==> config.mk <==
export PLATFORM = sky130hd
export DESIGN_NAME = salc_cfg
export DESIGN_NICKNAME = d
export VERILOG_FILES = /design/src/hw/rtl/salc_pkg.sv /design/src/hw/rtl/salc_cfg.sv
export SDC_FILE = /design/constraint.sdc
export NUM_CORES = 1
export LEC_CHECK = 0
export BUFFER_PORTS_ARGS = -buffer_cell sky130_fd_sc_hd__buf_2
export CAP_MARGIN = 20
export CORE_ASPECT_RATIO = 0.9
export CORE_MARGIN = 2
export CORE_UTILIZATION = 39
export DETAILED_ROUTE_END_ITERATION = 6
export HOLD_SLACK_MARGIN = 0.12
export PLACE_DENSITY = 0.94
export RECOVER_POWER = 50
export REMOVE_ABC_BUFFERS = 1
export SETUP_SLACK_MARGIN = 0.05
export SLEW_MARGIN = 20
export SYNTH_ARGS = -nofsm -noshare
export SYNTH_HDL_FRONTEND = slang
export SYNTH_SLANG_ARGS = --single-unit
==> constraint.sdc <==
create_clock -name clk -period 1.63 [get_ports clk]
set_input_delay 0.326 -clock clk [delete_from_list [all_inputs] [get_ports clk]]
set_output_delay 0.326 -clock clk [all_outputs]
set_load 0.02 [all_outputs]
==> src/hw/rtl/salc_pkg.sv <==
// Shared types, constants and defaults for the set-associative LRU cache tag block.
// Used by salc_cfg, salc_way_logic and the top module; depends on nothing.
package salc_pkg;

  localparam int MAX_SET_BITS_DEF = 6;
  localparam int MAX_WAYS_DEF     = 8;
  localparam int ADDR_W_DEF       = 64;

  localparam int OFFSET_MAX = 32;
  localparam int CFG_AW     = 4;
  localparam int CFG_DW     = 32;

  // Register indexes, taken from paddr[3:2].
  localparam logic [1:0] REG_SET_BITS = 2'd0;
  localparam logic [1:0] REG_OFF_BITS = 2'd1;
  localparam logic [1:0] REG_WAYS     = 2'd2;

  localparam logic [1:0] OP_LOAD   = 2'd0;
  localparam logic [1:0] OP_STORE  = 2'd1;
  localparam logic [1:0] OP_MODIFY = 2'd2;

  localparam logic [1:0] OUT_HIT   = 2'd0;
  localparam logic [1:0] OUT_MISS  = 2'd1;
  localparam logic [1:0] OUT_EVICT = 2'd2;

  // Clamped configuration as the datapath uses it.
  typedef struct packed {
    logic [3:0] set_w;
    logic [5:0] off_bits;
    logic [4:0] ways;
  } cfg_t;

endpackage

==> src/hw/rtl/salc_cfg.sv <==
// APB-style configuration registers with clamping of the values to their legal ranges.
// Depends on salc_pkg.
module salc_cfg #(
  parameter int MAX_SET_BITS = salc_pkg::MAX_SET_BITS_DEF,
  parameter int MAX_WAYS     = salc_pkg::MAX_WAYS_DEF
) (
  input  logic                         clk,
  input  logic                         rst_n,
  input  logic                         cfg_psel,
  input  logic                         cfg_penable,
  input  logic                         cfg_pwrite,
  input  logic [salc_pkg::CFG_AW-1:0]  cfg_paddr,
  input  logic [salc_pkg::CFG_DW-1:0]  cfg_pwdata,
  output logic [salc_pkg::CFG_DW-1:0]  cfg_prdata,
  output logic                         cfg_pready,
  output salc_pkg::cfg_t               cfg
);
  import salc_pkg::*;

  logic [2:0] set_w_r;
  logic [5:0] off_bits_r;
  logic [3:0] ways_r;
  logic       wr_en;
  logic [1:0] idx;

  assign cfg_pready = 1'b1;
  assign wr_en      = cfg_psel & cfg_penable & cfg_pwrite & cfg_pready;
  assign idx        = cfg_paddr[3:2];

  always_ff @(posedge clk) begin
    if (!rst_n) begin
      set_w_r    <= 3'd1;
      off_bits_r <= 6'd1;
      ways_r     <= 4'd1;
    end else if (wr_en) begin
      case (idx)
        REG_SET_BITS: set_w_r    <= cfg_pwdata[2:0];
        REG_OFF_BITS: off_bits_r <= cfg_pwdata[5:0];
        REG_WAYS:     ways_r     <= cfg_pwdata[3:0];
        default: ;
      endcase
    end
  end

  always_comb begin
    unique case (idx)
      REG_SET_BITS: cfg_prdata = CFG_DW'(set_w_r);
      REG_OFF_BITS: cfg_prdata = CFG_DW'(off_bits_r);
      REG_WAYS:     cfg_prdata = CFG_DW'(ways_r);
      default:      cfg_prdata = '0;
    endcase
  end

  // A zero value acts as one; values above the maximum saturate.
  always_comb begin
    if (set_w_r == 3'd0) cfg.set_w = 4'd1;
    else if (32'(set_w_r) > MAX_SET_BITS) cfg.set_w = 4'(MAX_SET_BITS);
    else cfg.set_w = 4'(set_w_r);

    if (off_bits_r == 6'd0) cfg.off_bits = 6'd1;
    else if (32'(off_bits_r) > OFFSET_MAX) cfg.off_bits = 6'(OFFSET_MAX);
    else cfg.off_bits = off_bits_r;

    if (ways_r == 4'd0) cfg.ways = 5'd1;
    else if (32'(ways_r) > MAX_WAYS) cfg.ways = 5'(MAX_WAYS);
    else cfg.ways = 5'(ways_r);
  end

endmodule

==> reports/metrics.cfg, run 1 <==
[run_status]
outcome=completed

[power]
leakagePower_uw=0.000530
sw_frac_of_total_pct=31.9
internal-power_uw=448
power.share.clock_pct=30.4
fin_total_pwr_uw=657
switchingPower_uw=209
p_per_area_nw_per_um2=643
power.share.sequential_pct=49.6
power.ir.vdd_worst_uv=393
share_comb_of_total_power_pct=19.9

[worst_setup_path]
timing.critical_path.slowest_cell_delay_ps=330
crit_path_start_kind=register
arrival_ps=1190
worst_r2r_endpoint=off_bits_r[5]
master_of_the_slowest_instance_on_the_critical_path=sky130_fd_sc_hd__dfxtp_2
worst-r2r-setup-slack_ps=930
cp_data_required_time_ps=1300
timing.critical_path.mode_cell=sky130_fd_sc_hd__nor2_1
reg2reg_launch_point=off_bits_r[5]
critical_path_peak_fanout=3
r2r.worst_path.cells=2
crit_path_cells=nor4_2 -> nor2_1 -> nor2_1 -> buf_4
critical_path_class=reg -> out
worstSetupEndpointType=output pin

[logic_synthesis]
synth_compound_area_share_pct=3.87
synth_fa_ha_area_share_pct=0
netlist_area_sq_um=938
synth_sequential_area_ratio_pct=27.7
syn-instance-count=116
synth.mux.area_fraction_pct=17.1
synth-warning-count=0
synth_top_family_by_area=buffers and inverters
synthXorXnorAreaFrac_pct=0
yosysUniqueCellTypes=21
synth-seq-cells=13
synth_simple_gate_area_share_pct=23.1
syn_area_per_cell_sq_um=8.09

[cells_and_area]
finish.cell_count_without_fillers=172
multi_input_area_sq_um=524
layout_area_growth_over_synthesis_pct=8.93
finalNetCount=187
final_util_pct=46.0
layout.area.seq_sq_um=263
drive_above_1_share_pct=25.5
insertedDiodeCount=0
filler_cell_count=231

[placement]
place.detailed.instances=167
post_detailed_placement_half_perimeter_wirelength_um=1400
finalWeightedCongestion=0.818
buffer_ports.inserted=31

[timing]
maxSlewHeadroom_pct=59.4
grt_setup_unrepaired=yes
final_max_slew_viol_count=0
fin_setup_tns_ps=0
finalCriticalPeriod_ps=1520
finalSetupViolations=0
tightestPinTransition_ps=606
final-hold-violation-count=0
min_period_over_period_pct=93.2
worst_clock_skew_on_the_final_layout_ps=0
timing.hold.ws_ps=283
max_clock_freq_mhz=658

[worst_hold_path]
worstHoldPathType=in -> reg
hold-path-endpoint=off_bits_r[4]
hold_path.startpoint=cfg_pwdata[4]
hold_path_depth=3

[cts]
clk_path_buf_depth=2
ctsHtreeMaxLevel=1
holdBufCountCts=0
cts_tree=yes
cts.sink_count=13
cts_made_buffers=3
cts-root-buf=sky130_fd_sc_hd__clkbuf_4
clk_latency_ps=270
clkSlewWorstSetupHoldPaths_ps=80

[detailed_routing]
num_vias=751
route.antenna.remaining_nets=0
drtIter0Drc=21
post_drt_wl_per_cell_um=10.0
drt_first_pass_iters=4
drc_errors=0
via_density_per_instance=4.37
routed_wl_um=1720

[global_routing]
grt_pass1_wl_um=2570
globalRoute.totalOverflow=0
first_global_vias=625
antenna_violations_before_repair=0
grt_start_max_net_pins=20
grt_use_total_pct=12.1

[floorplanning]
core_area_sq_um=2220
fp.dieH_um=50.5
number_of_top_level_design_ports=89
die_x_extent_um=55.7
fp.dieArea_sq_um=2820
initial_utilization_pct=42.2
floorplan.rows=16

[flow_run]
max_cap_violations=0

-- registers in the layout (all words and copies together), names as in the netlist --
signal / flops
set_w_r: 3
off_bits_r: 6
ways_r: 4
-- layer usage --
metal  vias up  GRT usage, %  share of wire (%)
li1        373             -                  -
met1       334          11.3                 37
met3         4          5.15                 10
met2        40          21.8                 50
met5         -             0                  0
met4         0          7.32                2.7
-- repair_timing --
| action | CTS | global route |
|---|---|---|
| setup endpoints to repair | 0 | 5 |
| buffers inserted | 0 | 1 |
| gates resized for setup | 0 | 5 |
| endpoints found under the hold margin | 0 | 0 |
-- power by group through the flow --
stage / clock network, uW / registers [uW] / logic, uW
2_1_floorplan: 0 / 334 / 91.0
3_3_place_gp: 0 / 333 / 130
3_5_place_dp: 0 / 333 / 131
4_1_cts: 203 / 326 / 131
5_1_grt: 215 / 327 / 142
6_report: 200 / 326 / 131
-- layout by cell type, fill, tap and decap left out, drive strengths merged --
cell and n:
conb 29, buf 29, nand2 18, mux2i 16
dfxtp 13, nor2b 11, clkbuf 9, nor2 5
o21ai 4, and2 2, inv 1, a21o 1
nor4 1, and2b 1, a22o 1, nand3 1
nor3 1, nor3b 1, nand4 1
-- layout make-up --
cell class / instances / share of cell area, %
multi-input combinational: 93 / 51.3
sequential: 13 / 25.7
timing repair buffer: 34 / 16.8
tap: 27 / 3.30
clock buffer: 4 / 2.57
inverter: 1 / 0.367
-- cell families after synthesis --
group           Yosys count
buf+inv                  37
other cells               2
simple gates             42
compound gates            6
flops                    13
mux                      16
-- per-stage QoR --
| step | worst slack, ps | cell area, sq um |
|---|---|---|
| 2_1_floorplan | 249 | 786 |
| 3_3_place_gp | 122 | 990 |
| 3_5_place_dp | 106 | 990 |
| 4_1_cts | 96.8 | 1020 |
| 5_1_grt | 21.8 | 1020 |
| 6_report | 111 | 1020 |
-- cells in the mapped netlist (all sizes together) --
master / n / area, sq um
nand3: 1 / 5.00
a22o: 1 / 8.76
a21o: 1 / 7.51
nor3: 1 / 5.00
buf: 32 / 239
nor2b: 11 / 68.8
conb: 2 / 7.51
inv: 1 / 3.75
nor4: 1 / 6.26
nor2: 5 / 18.8
nor3b: 1 / 18.8
and2: 2 / 12.5
clkbuf: 4 / 15.0
dfxtp: 13 / 260
nand4: 1 / 6.26
and2b: 1 / 7.51
nand2: 18 / 67.6
mux2i: 16 / 160
o21ai: 4 / 20.0
-- critical path: cells and delay by family (launching register included) --
family | cells | cell delay (ps)
and+or+nand+nor | 3 | 440
buffers and inverters | 1 | 150
DFF | 1 | 330
-- how the worst max path moves through the flow --
stage | from | endpoint | cells after the start
after floorplan | set_w_r[1] | cfg_prdata[1] | 2
after global placement | cfg_paddr[2] | cfg_prdata[2] | 5
after detailed placement | cfg_paddr[2] | cfg_prdata[1] | 5
after CTS | cfg_paddr[2] | cfg_prdata[1] | 5
after global routing | off_bits_r[4] | cfg[5] | 4
final | off_bits_r[4] | cfg[5] | 4
(Power assumes the default switching activity.)
==> inputs of run 2 (changes only) <==
Settings changed: MAX_ROUTING_LAYER set to met4.
==> reports/metrics.cfg, run 2 (same netlist as run 1, synthesis figures left out) <==
[detailed_routing]
post_drt_wl_per_cell_um=10.0
route.antenna.remaining_nets=0
routed_wl_um=1720
via_density_per_instance=4.37
drt_first_pass_iters=4
num_vias=751
drc_errors=0
drtIter0Drc=21

[power]
leakagePower_uw=0.000530
fin_total_pwr_uw=657
internal-power_uw=448
power.share.clock_pct=30.4
power.share.sequential_pct=49.6
p_per_area_nw_per_um2=643
switchingPower_uw=209
power.ir.vdd_worst_uv=393
share_comb_of_total_power_pct=19.9
sw_frac_of_total_pct=31.9

[cells_and_area]
drive_above_1_share_pct=25.5
top_regs=off_bits_r: 6 flops, ways_r: 4 flops, set_w_r: 3 flops
final_util_pct=46.0
finalNetCount=187
insertedDiodeCount=0
final_common_cell=sky130_fd_sc_hd__conb_1
most-common-layout-cells=29 x sky130_fd_sc_hd__conb_1, 26 x sky130_fd_sc_hd__buf_2, 18 x sky130_fd_sc_hd__nand2_1, 16 x sky130_fd_sc_hd__mux2i_1, 11 x sky130_fd_sc_hd__dfxtp_1
registers.top_by_ff_count=off_bits_r
layout_area_growth_over_synthesis_pct=8.93
largest_register_ffs=6

[timing]
worst_clock_skew_on_the_final_layout_ps=0
min_period_over_period_pct=93.2
grt_setup_unrepaired=yes
finalCriticalPeriod_ps=1520
max_clock_freq_mhz=658
tightestPinTransition_ps=606
final-hold-violation-count=0
fin_setup_tns_ps=0
final_max_slew_viol_count=0
finalSetupViolations=0
setup_slack_ps=111
maxSlewHeadroom_pct=59.4

[worst_setup_path]
crit_path_start_kind=register
critical_path_class=reg -> out
critical_path_peak_fanout=3
r2r.worst_path.cells=2
worst_r2r_endpoint=off_bits_r[5]
cp_data_required_time_ps=1300
worst-r2r-setup-slack_ps=930
arrival_ps=1190
reg2reg_launch_point=off_bits_r[5]
worstSetupEndpointType=output pin

[global_routing]
antenna_violations_before_repair=0
first_global_vias=625
globalRoute.totalOverflow=0
grt_use_total_pct=12.4
grt_start_max_net_pins=20
grt_pass1_wl_um=2570

[placement]
pre_cts_slack_ps=106
finalWeightedCongestion=0.830
buffer_ports.inserted=31
post_detailed_placement_half_perimeter_wirelength_um=1400

[floorplanning]
floorplan.rows=16
number_of_top_level_design_ports=89
fp.dieH_um=50.5
fp.dieArea_sq_um=2820
initial_utilization_pct=42.2
die_x_extent_um=55.7
core_area_sq_um=2220

[cts]
clk_path_buf_depth=2
cts-root-buf=sky130_fd_sc_hd__clkbuf_4
cts_tree=yes
cts.sink_count=13
cts_made_buffers=3
clkSlewWorstSetupHoldPaths_ps=80
ctsHtreeMaxLevel=1
holdBufCountCts=0
clk_latency_ps=270

[flow_run]
max_cap_violations=0

[run_status]
outcome=completed

[worst_hold_path]
hold-path-endpoint=off_bits_r[4]
hold_path.startpoint=cfg_pwdata[4]
worstHoldPathType=in -> reg
hold_path_depth=3

==> run 2: final cells by class <==
| type | count | area, sq um |
|---|---|---|
| clock buffers | 4 | 26.3 |
| fillers | 231 | 1200 |
| inverters | 1 | 3.75 |
| multi-input cells | 93 | 524 |
| flip-flops and latches | 13 | 263 |
| well taps | 27 | 33.8 |
| repair buffers | 34 | 171 |
==> run 2: power by group through the flow <==
| stage | Sequential [uW] | Combinational, uW | Clock (uW) |
|---|---|---|---|
| after floorplan | 334 | 91.0 | 0 |
| after global placement | 333 | 130 | 0 |
| after detailed placement | 333 | 131 | 0 |
| after CTS | 326 | 131 | 203 |
| after global routing | 327 | 142 | 215 |
| final | 326 | 131 | 200 |
==> run 2: repair_timing <==
action                                  in CTS  in global routing
endpoints found under the setup margin       0                  5
buffers inserted                             0                  1
resized for setup                            0                  5
==> run 2: worst max-delay path, stage by stage, from the launching register on <==
cell,delay [ps]
sky130_fd_sc_hd__dfxtp_2,330
sky130_fd_sc_hd__nor4_2,250
sky130_fd_sc_hd__nor2_1,80
sky130_fd_sc_hd__nor2_1,110
sky130_fd_sc_hd__buf_4,150
==> run 2: per-stage QoR <==
step / cells / area (sq um) / hold slack, ps
4_1_cts: 171 / 1020 / 290
2_1_floorplan: 107 / 786 / 451
3_3_place_gp: 167 / 990 / 471
5_1_grt: 172 / 1020 / 287
6_report: 172 / 1020 / 283
3_5_place_dp: 167 / 990 / 478
==> run 2: worst max-delay path by stage <==
stage                     to           from  cells past startpoint  slack [ps]
2_1_floorplan  cfg_prdata[1]     set_w_r[1]                      2         250
3_3_place_gp   cfg_prdata[2]   cfg_paddr[2]                      5         120
3_5_place_dp   cfg_prdata[1]   cfg_paddr[2]                      5         110
4_1_cts        cfg_prdata[1]   cfg_paddr[2]                      5         100
5_1_grt               cfg[5]  off_bits_r[4]                      4          20
6_report              cfg[5]  off_bits_r[4]                      4         110
==> run 2: per-layer routing <==
| metal | wire length [um] | up-vias | track usage [%] | share of wire (%) |
|---|---|---|---|---|
| met3 | 176 | 4 | 5.15 | 10 |
| met2 | 868 | 40 | 21.8 | 50 |
| li1 | - | 373 | - | - |
| met4 | 46 | 0 | 7.32 | 2.7 |
| met5 | 0 | - | - | 0 |
| met1 | 631 | 334 | 11.3 | 37 |
