<file path="src/hw/rtl/salc_ram.sv">
// Generic single-port-write, single-port-read synchronous RAM with registered read data.
// Stand-alone; no package dependency.
module salc_ram #(
  parameter int WIDTH = 8,
  parameter int DEPTH = 64
) (
  input  logic                     clk,
  input  logic                     we,
  input  logic [$clog2(DEPTH)-1:0] waddr,
  input  logic [WIDTH-1:0]         wdata,
  input  logic                     re,
  input  logic [$clog2(DEPTH)-1:0] raddr,
  output logic [WIDTH-1:0]         rdata
);

  logic [WIDTH-1:0] mem [DEPTH];

  always_ff @(posedge clk) begin
    if (we) begin
      mem[waddr] <= wdata;
    end
    if (re) begin
      rdata <= mem[raddr];
    end
  end

endmodule

</file>
<file path="config.mk">
export PLATFORM = sky130hd
export DESIGN_NAME = salc_ram
export DESIGN_NICKNAME = d
export VERILOG_FILES = /design/src/hw/rtl/salc_ram.sv
export SDC_FILE = /design/constraint.sdc
export NUM_CORES = 1
export LEC_CHECK = 0
export ABC_CLOCK_PERIOD_IN_PS = 5450
export BUFFER_PORTS_ARGS = -buffer_cell sky130_fd_sc_hd__buf_2
export CAP_MARGIN = 20
export CELL_PAD_IN_SITES_DETAIL_PLACEMENT = 0
export CELL_PAD_IN_SITES_GLOBAL_PLACEMENT = 1
export CORE_ASPECT_RATIO = 0.5
export CORE_UTILIZATION = 40
export CTS_BUF_LIST = sky130_fd_sc_hd__clkbuf_8
export DETAILED_ROUTE_END_ITERATION = 8
export GPL_TIMING_DRIVEN = 0
export MAX_ROUTING_LAYER = met4
export PLACE_DENSITY = 0.69
export SYNTH_ARGS = -nofsm -noshare
export SYNTH_HDL_FRONTEND = slang
export SYNTH_SLANG_ARGS = --single-unit
</file>
<file path="constraint.sdc">
create_clock -name clk -period 5.45 [get_ports clk]
set_input_delay 1.09 -clock clk [delete_from_list [all_inputs] [get_ports clk]]
set_output_delay 1.09 -clock clk [all_outputs]
set_load 0.1 [all_outputs]
</file>
==> results of run 1 <==
==> critical path: stages <==
cell,delay [ns]
buf_4,0.18
buf_2,0.35
buf_1,0.87
nand2_1,0.33
o221ai_1,0.29
nor2_1,0.09
nor3_1,0.37
o32ai_1,0.22
==> state kept, by name, summed over array words and instances (netlist names) <==
name / count
rdata: 8
mem: 512
==> worst max path at each step <==
stage | from | end | slack [ns] | cells past startpoint
5_1_grt | raddr[1] | rdata[4]$_DFFE_PP_ | 1.93 | 8
6_report | raddr[1] | rdata[4]$_DFFE_PP_ | 1.97 | 8
2_1_floorplan | raddr[1] | rdata[3]$_DFFE_PP_ | 2.55 | 7
3_5_place_dp | raddr[1] | rdata[4]$_DFFE_PP_ | 1.38 | 8
4_1_cts | raddr[1] | rdata[4]$_DFFE_PP_ | 2.06 | 8
3_3_place_gp | raddr[1] | rdata[6]$_DFFE_PP_ | 1.40 | 8
==> metrics by stage <==
step / cells / hold slack (ns)
global route: 1760 / 0.779
global placement: 1611 / 1.02
finish: 1760 / 0.800
detailed placement: 1615 / 1.03
CTS: 1752 / 0.811
floorplan: 940 / 0.797
==> where the power goes <==
part | switching (mW) | leakage (nW) | internal (mW)
registers | 0.00682 | 4.69 | 4.43
clock network | 1.48 | 0.810 | 1.51
logic | 0.328 | 1.62 | 0.166
==> cells in the mapped netlist <==
cell type    n
buf_4       13
nand2_1     19
o2111ai_1    3
nor2_1      83
nor2b_1     14
o41ai_1      2
o21a_1       2
o22ai_1      8
buf_1        4
buf_2       11
clkbuf_1    17
nor3_1       7
buf_12       2
a211oi_1     4
o221ai_1     8
nand4_1      2
o21ai_0      2
edfxtp_1   520
o221a_2      2
mux2_2      13
nor4_1       2
o32ai_1      2
mux4_2     126
buf_6        4
nand3b_1     3
o2bb2ai_1    3
o21ai_1      2
a22oi_1      3
or3_1        1
nand4b_1     1
o311ai_1     1
mux2i_1     23
a31oi_1      1
and2_1       1
a221oi_1     6
a2111oi_0    2
nand3_1     13
a21oi_1      3
nand2b_1     7
==> per-layer routing <==
layer / GRT usage / routed length [um]
met4: 0.0637 / 1230
met2: 0.302 / 23000
met5: - / 0
met1: 0.262 / 20400
met3: 0.0505 / 4270
==> logic make-up after synthesis <==
kind of cell,Yosys count
AOI/OAI and AO/OA,54
DFF,520
buffers and inverters,51
muxes,162
and+or+nand+nor,153
==> final cells by class <==
cell class	count	area (um2)
Fill cell	4058	26400
Sequential cell	520	15600
Multi-Input combinational cell	369	4320
Clock buffer	80	1100
Tap cell	649	812
Clock inverter	57	327
Buffer	51	317
Timing Repair Buffer	32	285
Antenna cell	2	5.00
==> impl_results.md, run 1 <==
* Status: completed
* Area growth from synthesis to layout at 12.5%
* Post-Syn Instances at 940
* Vias post-DR at 10000
* GRT Residual Overflow at 0
* Area leader, netlist: edfxtp_1
* Yosys reg bits at 520
* DP HPWL at 31100 um
* Total CTS buffers at 77
* Xor-xnor portion of the synthesized cell area at 0
* GRT Overall Usage at 0.198
* Clock skew at 0.0177 ns
* Fin crit share at 0.639
* Commonest non-fill, non-tap cell in the layout: edfxtp_1
* Post-CTS Setup Inserts at 0
* Number of port buffers at 22
* Reg2Reg Setup Slack at 3.12 ns
* Final setup viols at 0
* Synthesized area per cell at 21.5 um2
* Max-cap violations at 0
* Simple-Gate Fraction of Synth Area at 0.0337
* Worst Hold End: mem[0][6]$_DFFE_PP_
* Fraction of layout instances using a drive strength above 1 at 0.269
* RR Startpoint: mem[21][4]$_DFFE_PP_
* Die width at 320 um
* Worst Hold Depth at 1
* Setup ws final at 1.97 ns
* Netlist Area Pre-Place at 0.0202 mm2
* Final Power at 7.93 mW
* Hold crit path type: input port to register
* Critical R2R Capture: rdata[4]$_DFFE_PP_
* Yosys cell types at 39
* Period minus WS final at 3.48 ns
* Combinational family with the most area after synthesis: multiplexers
* Post-Syn Nets at 963
* # IOs at 31
* Die area at 0.0516 mm2
* Layout Utilization at 0.463
* Sink Count at 520
* Final wirelength at 48900 um
* Post-CTS Hold Buffers at 0
* Final Instance Area at 0.0228 mm2
* Die H at 161 um
* DR WL/cell at 27.8 um
* Vias in the first global route at 10300
* DR DRC count at 0
* Root buf cell: clkbuf_8
* Worst EP arrival at 3.82 ns
* Top post-synthesis cells by area: edfxtp_1, mux4_2, nor2_1
* Pin count of the biggest net entering global routing at 65
* Setup TNS at 0 ns
* Post-synthesis mux area share at 0.159
* Pre-antenna DRT Iters at 5
* Clock tree from TritonCTS: yes
* Adder-cell area share of the yosys netlist at 0
* RSZ-0062 raised after global routing: false
* Synth top area share at 0.771
* Clock-pin slew on the worst setup and hold paths at 0.06 ns
* Clock Latency Late Sink at 0.64 ns
* Core Region at 0.0492 mm2
* Hold wc startpoint: wdata[6]
* Fmax at 287 MHz
* Post-CTS sizing at 0
* Commonest cells after routing, fill and taps aside: edfxtp_1, mux4_2, nor2_1
* Final Hold Vio Count at 0
* H-tree depth at 3
* Worst slew pin tran at 1.11 ns
* Initial antenna violation count at 1
* Compound-cell area share of the yosys netlist at 0.0206
* Seq/Total Area, Yosys at 0.771
* Critical path startpoint category: input port
* GPL Wtd Cong at 0.935
* R2R depth at 5
* Power Dens Cells at 348 mW/mm2
* Placement Cell Area at 0.0212 mm2
* Worst vdd ir at 137 uV
* FP Rows at 57
* Setup Crit Path Kind: input port to register
* Clock Path Buffers at 3
* Fin nets at 1074
* Slew Viols, Final at 0
* Vias per Instance at 5.69
* 1st-iter DRT viols at 1412
* Rel. slew slack at 0.260
* Dpl ws at 1.38 ns
* First-pass GRT wire length at 69800 um
* P_leak at 7.12 nW
* Critical Path Sink Type: register
* Yosys warns at 0
* Initial core utilization at 0.411
* Max Fanout on Critical Path at 10
* Worst EP required at 5.79 ns
* Final ANT Viol Nets at 0
No activity file was read; power rests on OpenSTA's default activity.
==> run 2, diff against run 1 <==
--- a/config.mk
+++ b/config.mk
@@ -5,7 +5,8 @@
 export SDC_FILE = /design/constraint.sdc
 export NUM_CORES = 1
 export LEC_CHECK = 0
-export ABC_CLOCK_PERIOD_IN_PS = 5450
+export ABC_AREA = 1
+export ABC_CLOCK_PERIOD_IN_PS = 3300
 export BUFFER_PORTS_ARGS = -buffer_cell sky130_fd_sc_hd__buf_2
 export CAP_MARGIN = 20
 export CELL_PAD_IN_SITES_DETAIL_PLACEMENT = 0
@@ -16,7 +17,7 @@
 export DETAILED_ROUTE_END_ITERATION = 8
 export GPL_TIMING_DRIVEN = 0
 export MAX_ROUTING_LAYER = met4
-export PLACE_DENSITY = 0.69
+export PLACE_DENSITY = 0.73
 export SYNTH_ARGS = -nofsm -noshare
 export SYNTH_HDL_FRONTEND = slang
 export SYNTH_SLANG_ARGS = --single-unit
==> constraint.sdc (replaced) <==
create_clock -name clk -period 3.3 [get_ports clk]
set_input_delay 0.66 -clock clk [delete_from_list [all_inputs] [get_ports clk]]
set_output_delay 0.66 -clock clk [all_outputs]
set_load 0.1 [all_outputs]
==> impl_results.md, run 2 <==
* Power Dens Cells at 550 mW/mm2
* Synthesized area per cell at 11.9 um2
* Die area at 0.0545 mm2
* Die H at 166 um
* Core Region at 0.0524 mm2
* FP Rows at 59
* Setup ws final at 0.216 ns
* Ys flop type: edfxtp_1
* GRT Overall Usage at 0.245
* RSZ-0062 raised after global routing: false
* Final setup viols at 0
* Yosys warns at 0
* Total CTS buffers at 80
* Placement Cell Area at 0.0227 mm2
* Fin nets at 1950
* Setup TNS at 0 ns
* Layout Utilization at 0.460
* GRT Residual Overflow at 0
* Fin Hold WS at 0.351 ns
* Commonest cells after routing, fill and taps aside: nand2_1, edfxtp_1, nand3_1
* Biggest register: mem
* Worst EP arrival at 3.33 ns
* DR DRC count at 0
* Slew Viols, Final at 0
* DP HPWL at 43600 um
* Final wirelength at 64200 um
* Ys async rst share at 0
* Final Instance Area at 0.0241 mm2
* Die width at 329 um
* Top post-synthesis cells by area: edfxtp_1, nand2_1, nand3_1
* Worst EP required at 3.55 ns
* Pin count of the biggest net entering global routing at 48
* Number of port buffers at 22
* Max-cap violations at 0
* H-tree depth at 3
* Status: completed
* Final Hold Vio Count at 0
* Clock tree from TritonCTS: yes
* Worst slew pin tran at 1.17 ns
* Fin crit share at 0.935
* Period minus WS final at 3.08 ns
* Dpl ws at -0.298 ns
* Seq/Total Area, Yosys at 0.729
* Commonest non-fill, non-tap cell in the layout: nand2_1
* Post-CTS sizing at 0
* Crit-path cells: clkbuf_1 -> inv_1 -> nand4_1 -> nor2_1
* Worst vdd ir at 231 uV
* Area growth from synthesis to layout at 12.5%
* Final Power at 13.3 mW
* Vias post-DR at 14500
* Clock Latency Late Sink at 0.65 ns
* # IOs at 31
* Max FFs per register at 512
* Pre-antenna DRT Iters at 5
* Post-CTS Setup Inserts at 0
* P_leak at 8.76 nW
* Fraction of layout instances using a drive strength above 1 at 0.118
* Initial core utilization at 0.409
* Yosys reg bits at 520
* Biggest regs: mem (512), rdata (8)
* Cells after DPL at 2544
* Netlist Area Pre-Place at 0.0214 mm2
* Clock-pin slew on the worst setup and hold paths at 0.06 ns
* First-pass GRT wire length at 92300 um
* GPL Wtd Cong at 0.946
* Vias in the first global route at 13800
* Final ANT Viol Nets at 0
* Sink Count at 520
* Rel. slew slack at 0.214
* Fmax at 324 MHz
* Post-Syn Nets at 1828
* Post-synth EDFFs at 520
* Post-CTS Hold Buffers at 0
* Clock Path Buffers at 3
* Hold crit path type: input port to register
* Initial antenna violation count at 2
* Root buf cell: clkbuf_8
* Vias per Instance at 5.40
* Critical Path Sink Type: register
* DR WL/cell at 23.9 um
* Most instantiated cells after synthesis: nand2_1, edfxtp_1, nand3_1, nor2_1, buf_2
* Post-Syn Instances at 1805
* Count leader, synth: nand2_1
* Critical path startpoint category: input port
* Layout Cells excl Fill at 2688
* CP peak stage delay at 1.22 ns
* Slowest cell on the critical path: nor2_1
* Clock skew at 0.0187 ns
* Area leader, netlist: edfxtp_1
* Setup Crit Path Kind: input port to register
* Max Fanout on Critical Path at 9
* 1st-iter DRT viols at 1575
* Synth top area share at 0.729
* Yosys cell types at 15
run 2: cell count changes after synthesis, sizes merged, moves of 7 or more:
cell,previous run,this run
o22ai,8,0
nand2,19,648
o221ai,8,0
inv,0,12
nor3,7,0
mux4,126,0
nand4,2,9
nand3,13,439
buf,34,98
mux2i,23,0
nand2b,7,0
nor2,83,56
nor2b,14,0
mux2,13,0
run 2: area by class of cell:
| type | instances | area [um2] |
|---|---|---|
| Timing Repair Buffer | 40 | 353 |
| Tap cell | 701 | 877 |
| Multi-Input combinational cell | 1160 | 5000 |
| Clock inverter | 56 | 231 |
| Fill cell | 4806 | 28300 |
| Antenna cell | 2 | 5.00 |
| Sequential cell | 520 | 15600 |
| Inverter | 12 | 50.0 |
| Clock buffer | 84 | 1160 |
| Buffer | 113 | 808 |
run 2: cell families (layout without fill, tap and decap cells):
kind of cell  Yosys count  count (layout)  synth area share
simple gates         1160            1160             0.231
buf+inv               125             305            0.0401
flops                 520             520             0.729
other cells             0               2                 0
run 2: power breakdown:
part           switching (mW)  leakage, nW  internal [mW]
sequential             0.0117         4.69           7.32
combinational           0.811         3.27          0.265
clock                    2.50        0.811           2.35
run 2: final timing paths:
check	start	end	slack [ns]	cells after the start
setup / recovery	waddr[0]	mem[28][4]$_DFFE_PP_	0.22	4
hold / removal	re	rdata[1]$_DFFE_PP_	0.35	1
setup reg to reg	mem[55][7]$_DFFE_PP_	rdata[7]$_DFFE_PP_	1.72	8
hold reg to reg	mem[14][0]$_DFFE_PP_	rdata[0]$_DFFE_PP_	0.95	8
run 2: per-layer routing:
| layer | share of wire | track usage | wire [um] |
|---|---|---|---|
| met4 | 0.032 | 0.0847 | 2060 |
| met3 | 0.096 | 0.0573 | 6130 |
| met5 | 0 | - | 0 |
| met2 | 0.44 | 0.357 | 28500 |
| met1 | 0.43 | 0.336 | 27500 |
run 2: worst max-delay path, delay by kind of cell:
kind	cells	cell delay, ns
buffers and inverters	2	0.62
AND/OR/NAND/NOR	2	2.04
==> run 3, diff against run 2 <==
--- a/config.mk
+++ b/config.mk
@@ -18,6 +18,7 @@
 export GPL_TIMING_DRIVEN = 0
 export MAX_ROUTING_LAYER = met4
 export PLACE_DENSITY = 0.73
+export RECOVER_POWER = 25
 export SYNTH_ARGS = -nofsm -noshare
 export SYNTH_HDL_FRONTEND = slang
 export SYNTH_SLANG_ARGS = --single-unit
==> impl_results.md, run 3 (synthesized netlist as in run 2, its figures left out) <==
* Status: finished with violations
* Failing checks: capacitance limit, slew limit
* Fin Hold WS at 0.435 ns
* Final setup viols at 0
* P_leak at 8.74 nW
* Worst EP required at 3.55 ns
* Fin nets at 1950
* Die area at 0.0545 mm2
* Max FFs per register at 512
* Clock tree from TritonCTS: yes
* Pre-antenna DRT Iters at 5
* Slowest cell on the critical path: nor2_1
* Int Power at 9.94 mW
* Power Dens Cells at 551 mW/mm2
* Die width at 329 um
* Vias post-DR at 14500
* Setup Crit Path Kind: input port to register
* Max Fanout on Critical Path at 9
* Initial core utilization at 0.409
* Fin crit share at 0.931
* Initial antenna violation count at 2
* DP HPWL at 43600 um
* H-tree depth at 3
* Die H at 166 um
* Commonest non-fill, non-tap cell in the layout: nand2_1
* Final Hold Vio Count at 0
* Worst vdd ir at 233 uV
* Net Switching at 3.32 mW
* Number of port buffers at 22
* GRT Overall Usage at 0.245
* Dpl ws at -0.298 ns
* GRT Residual Overflow at 0
* 1st-iter DRT viols at 1643
* DR WL/cell at 23.8 um
* Total CTS buffers at 80
* Root buf cell: clkbuf_8
* Rel. slew slack at -0.381
* Critical path depth in cells at 4
* Worst Hold Depth at 1
* Critical path buffer and inverter count at 2
* Switching share of power at 0.250
* R2R depth at 8
* Biggest regs: mem (512), rdata (8)
* Period minus WS final at 3.07 ns
* First-pass GRT wire length at 92300 um
* Vias in the first global route at 13800
* Vias per Instance at 5.40
* Fmax at 325 MHz
* Logic gate share of total power at 0.081
* Clock Path Buffers at 3
* Final wirelength at 64100 um
* Hold crit path type: input port to register
* Critical path startpoint category: input port
* GPL Wtd Cong at 0.946
* Commonest cells after routing, fill and taps aside: nand2_1, edfxtp_1, nand3_1
* Post-CTS sizing at 0
* Max-cap violations at 7
* Post-CTS Setup Inserts at 0
* Core Region at 0.0524 mm2
* Area growth from synthesis to layout at 12.3%
* Final ANT Viol Nets at 0
* Biggest register: mem
* Clock skew at 0.0189 ns
* Reg power frac at 0.554
* Pin count of the biggest net entering global routing at 48
* Crit-path cells: clkbuf_1 -> inv_1 -> nand4_1 -> nor2_1
* # IOs at 31
* Post-CTS Hold Buffers at 0
* Fraction of layout instances using a drive strength above 1 at 0.112
* Crit path max-delay family: simple AND/OR/NAND/NOR gates
* FP Rows at 59
* Clock network fraction of design power at 0.365
* Worst slew pin tran at 2.07 ns
* Clock-pin slew on the worst setup and hold paths at 0.06 ns
* Setup ws final at 0.227 ns
* DR DRC count at 0
* Worst EP arrival at 3.32 ns
* CP peak stage delay at 1.21 ns
* Sink Count at 520
* Slew Viols, Final at 263
* Clock Latency Late Sink at 0.65 ns
* RSZ-0062 raised after global routing: false
* Critical Path Sink Type: register
## run 3: cell types whose count changed in the layout (fill, tap and decap cells not counted)
cell | previous run | this run
clkdlybuf4s25_1 | 0 | 1
dlymetal6s2s_1 | 0 | 2
clkbuf_1 | 15 | 23
buf_12 | 8 | 5
diode_2 | 2 | 3
buf_2 | 59 | 51
## run 3: per-stage QoR
step	utilization	total power [mW]	instance area, um2	cells	TNS (ns)
after floorplan	-	8.06	21400	1805	0
after global placement	0.428	8.50	22400	2528	-9.89
after detailed placement	0.433	8.54	22700	2544	-8.93
after CTS	0.459	13.3	24100	2684	0
after global routing	0.459	13.7	24100	2688	0
final	0.459	13.3	24100	2689	0
## run 3: metal layers
layer / wire (um) / up-vias / global-route usage
li1: - / 6622 / -
met1: 27800 / 7092 / 0.336
met2: 28600 / 670 / 0.357
met3: 5730 / 127 / 0.0573
met4: 1980 / 0 / 0.0847
met5: 0 / - / -
## run 3: path summary, 6_finish.rpt
| kind | from | to | slack, ns |
|---|---|---|---|
| worst max register to register | mem[63][4]$_DFFE_PP_ | rdata[4]$_DFFE_PP_ | 1.72 |
| worst min-delay path | re | rdata[1]$_DFFE_PP_ | 0.43 |
| worst min register to register | mem[14][0]$_DFFE_PP_ | rdata[0]$_DFFE_PP_ | 0.95 |
| worst max-delay path | waddr[1] | mem[28][4]$_DFFE_PP_ | 0.23 |
## run 3: power groups by stage
stage | registers (mW) | clock network (mW) | logic [mW]
3_5_place_dp | 7.48 | 0 | 1.06
6_report | 7.34 | 4.84 | 1.07
2_1_floorplan | 7.54 | 0 | 0.514
3_3_place_gp | 7.48 | 0 | 1.02
4_1_cts | 7.34 | 4.89 | 1.06
5_1_grt | 7.34 | 5.20 | 1.14
## run 3: worst reg2reg max path: cells and delay by family (launching register included)
family,cells,cell delay [ns]
flops,1,0.36
simple gates,8,0.96
## run 3: area by class of cell
| class | count | area (um2) |
|---|---|---|
| diodes | 3 | 7.51 |
| clock inverters | 56 | 231 |
| multi-input cells | 1160 | 5000 |
| inverters | 12 | 50.0 |
| flip-flops and latches | 520 | 15600 |
| plain buffers | 113 | 808 |
| clock buffers | 84 | 1160 |
| fillers | 4810 | 28400 |
| well taps | 701 | 877 |
| repair buffers | 40 | 318 |
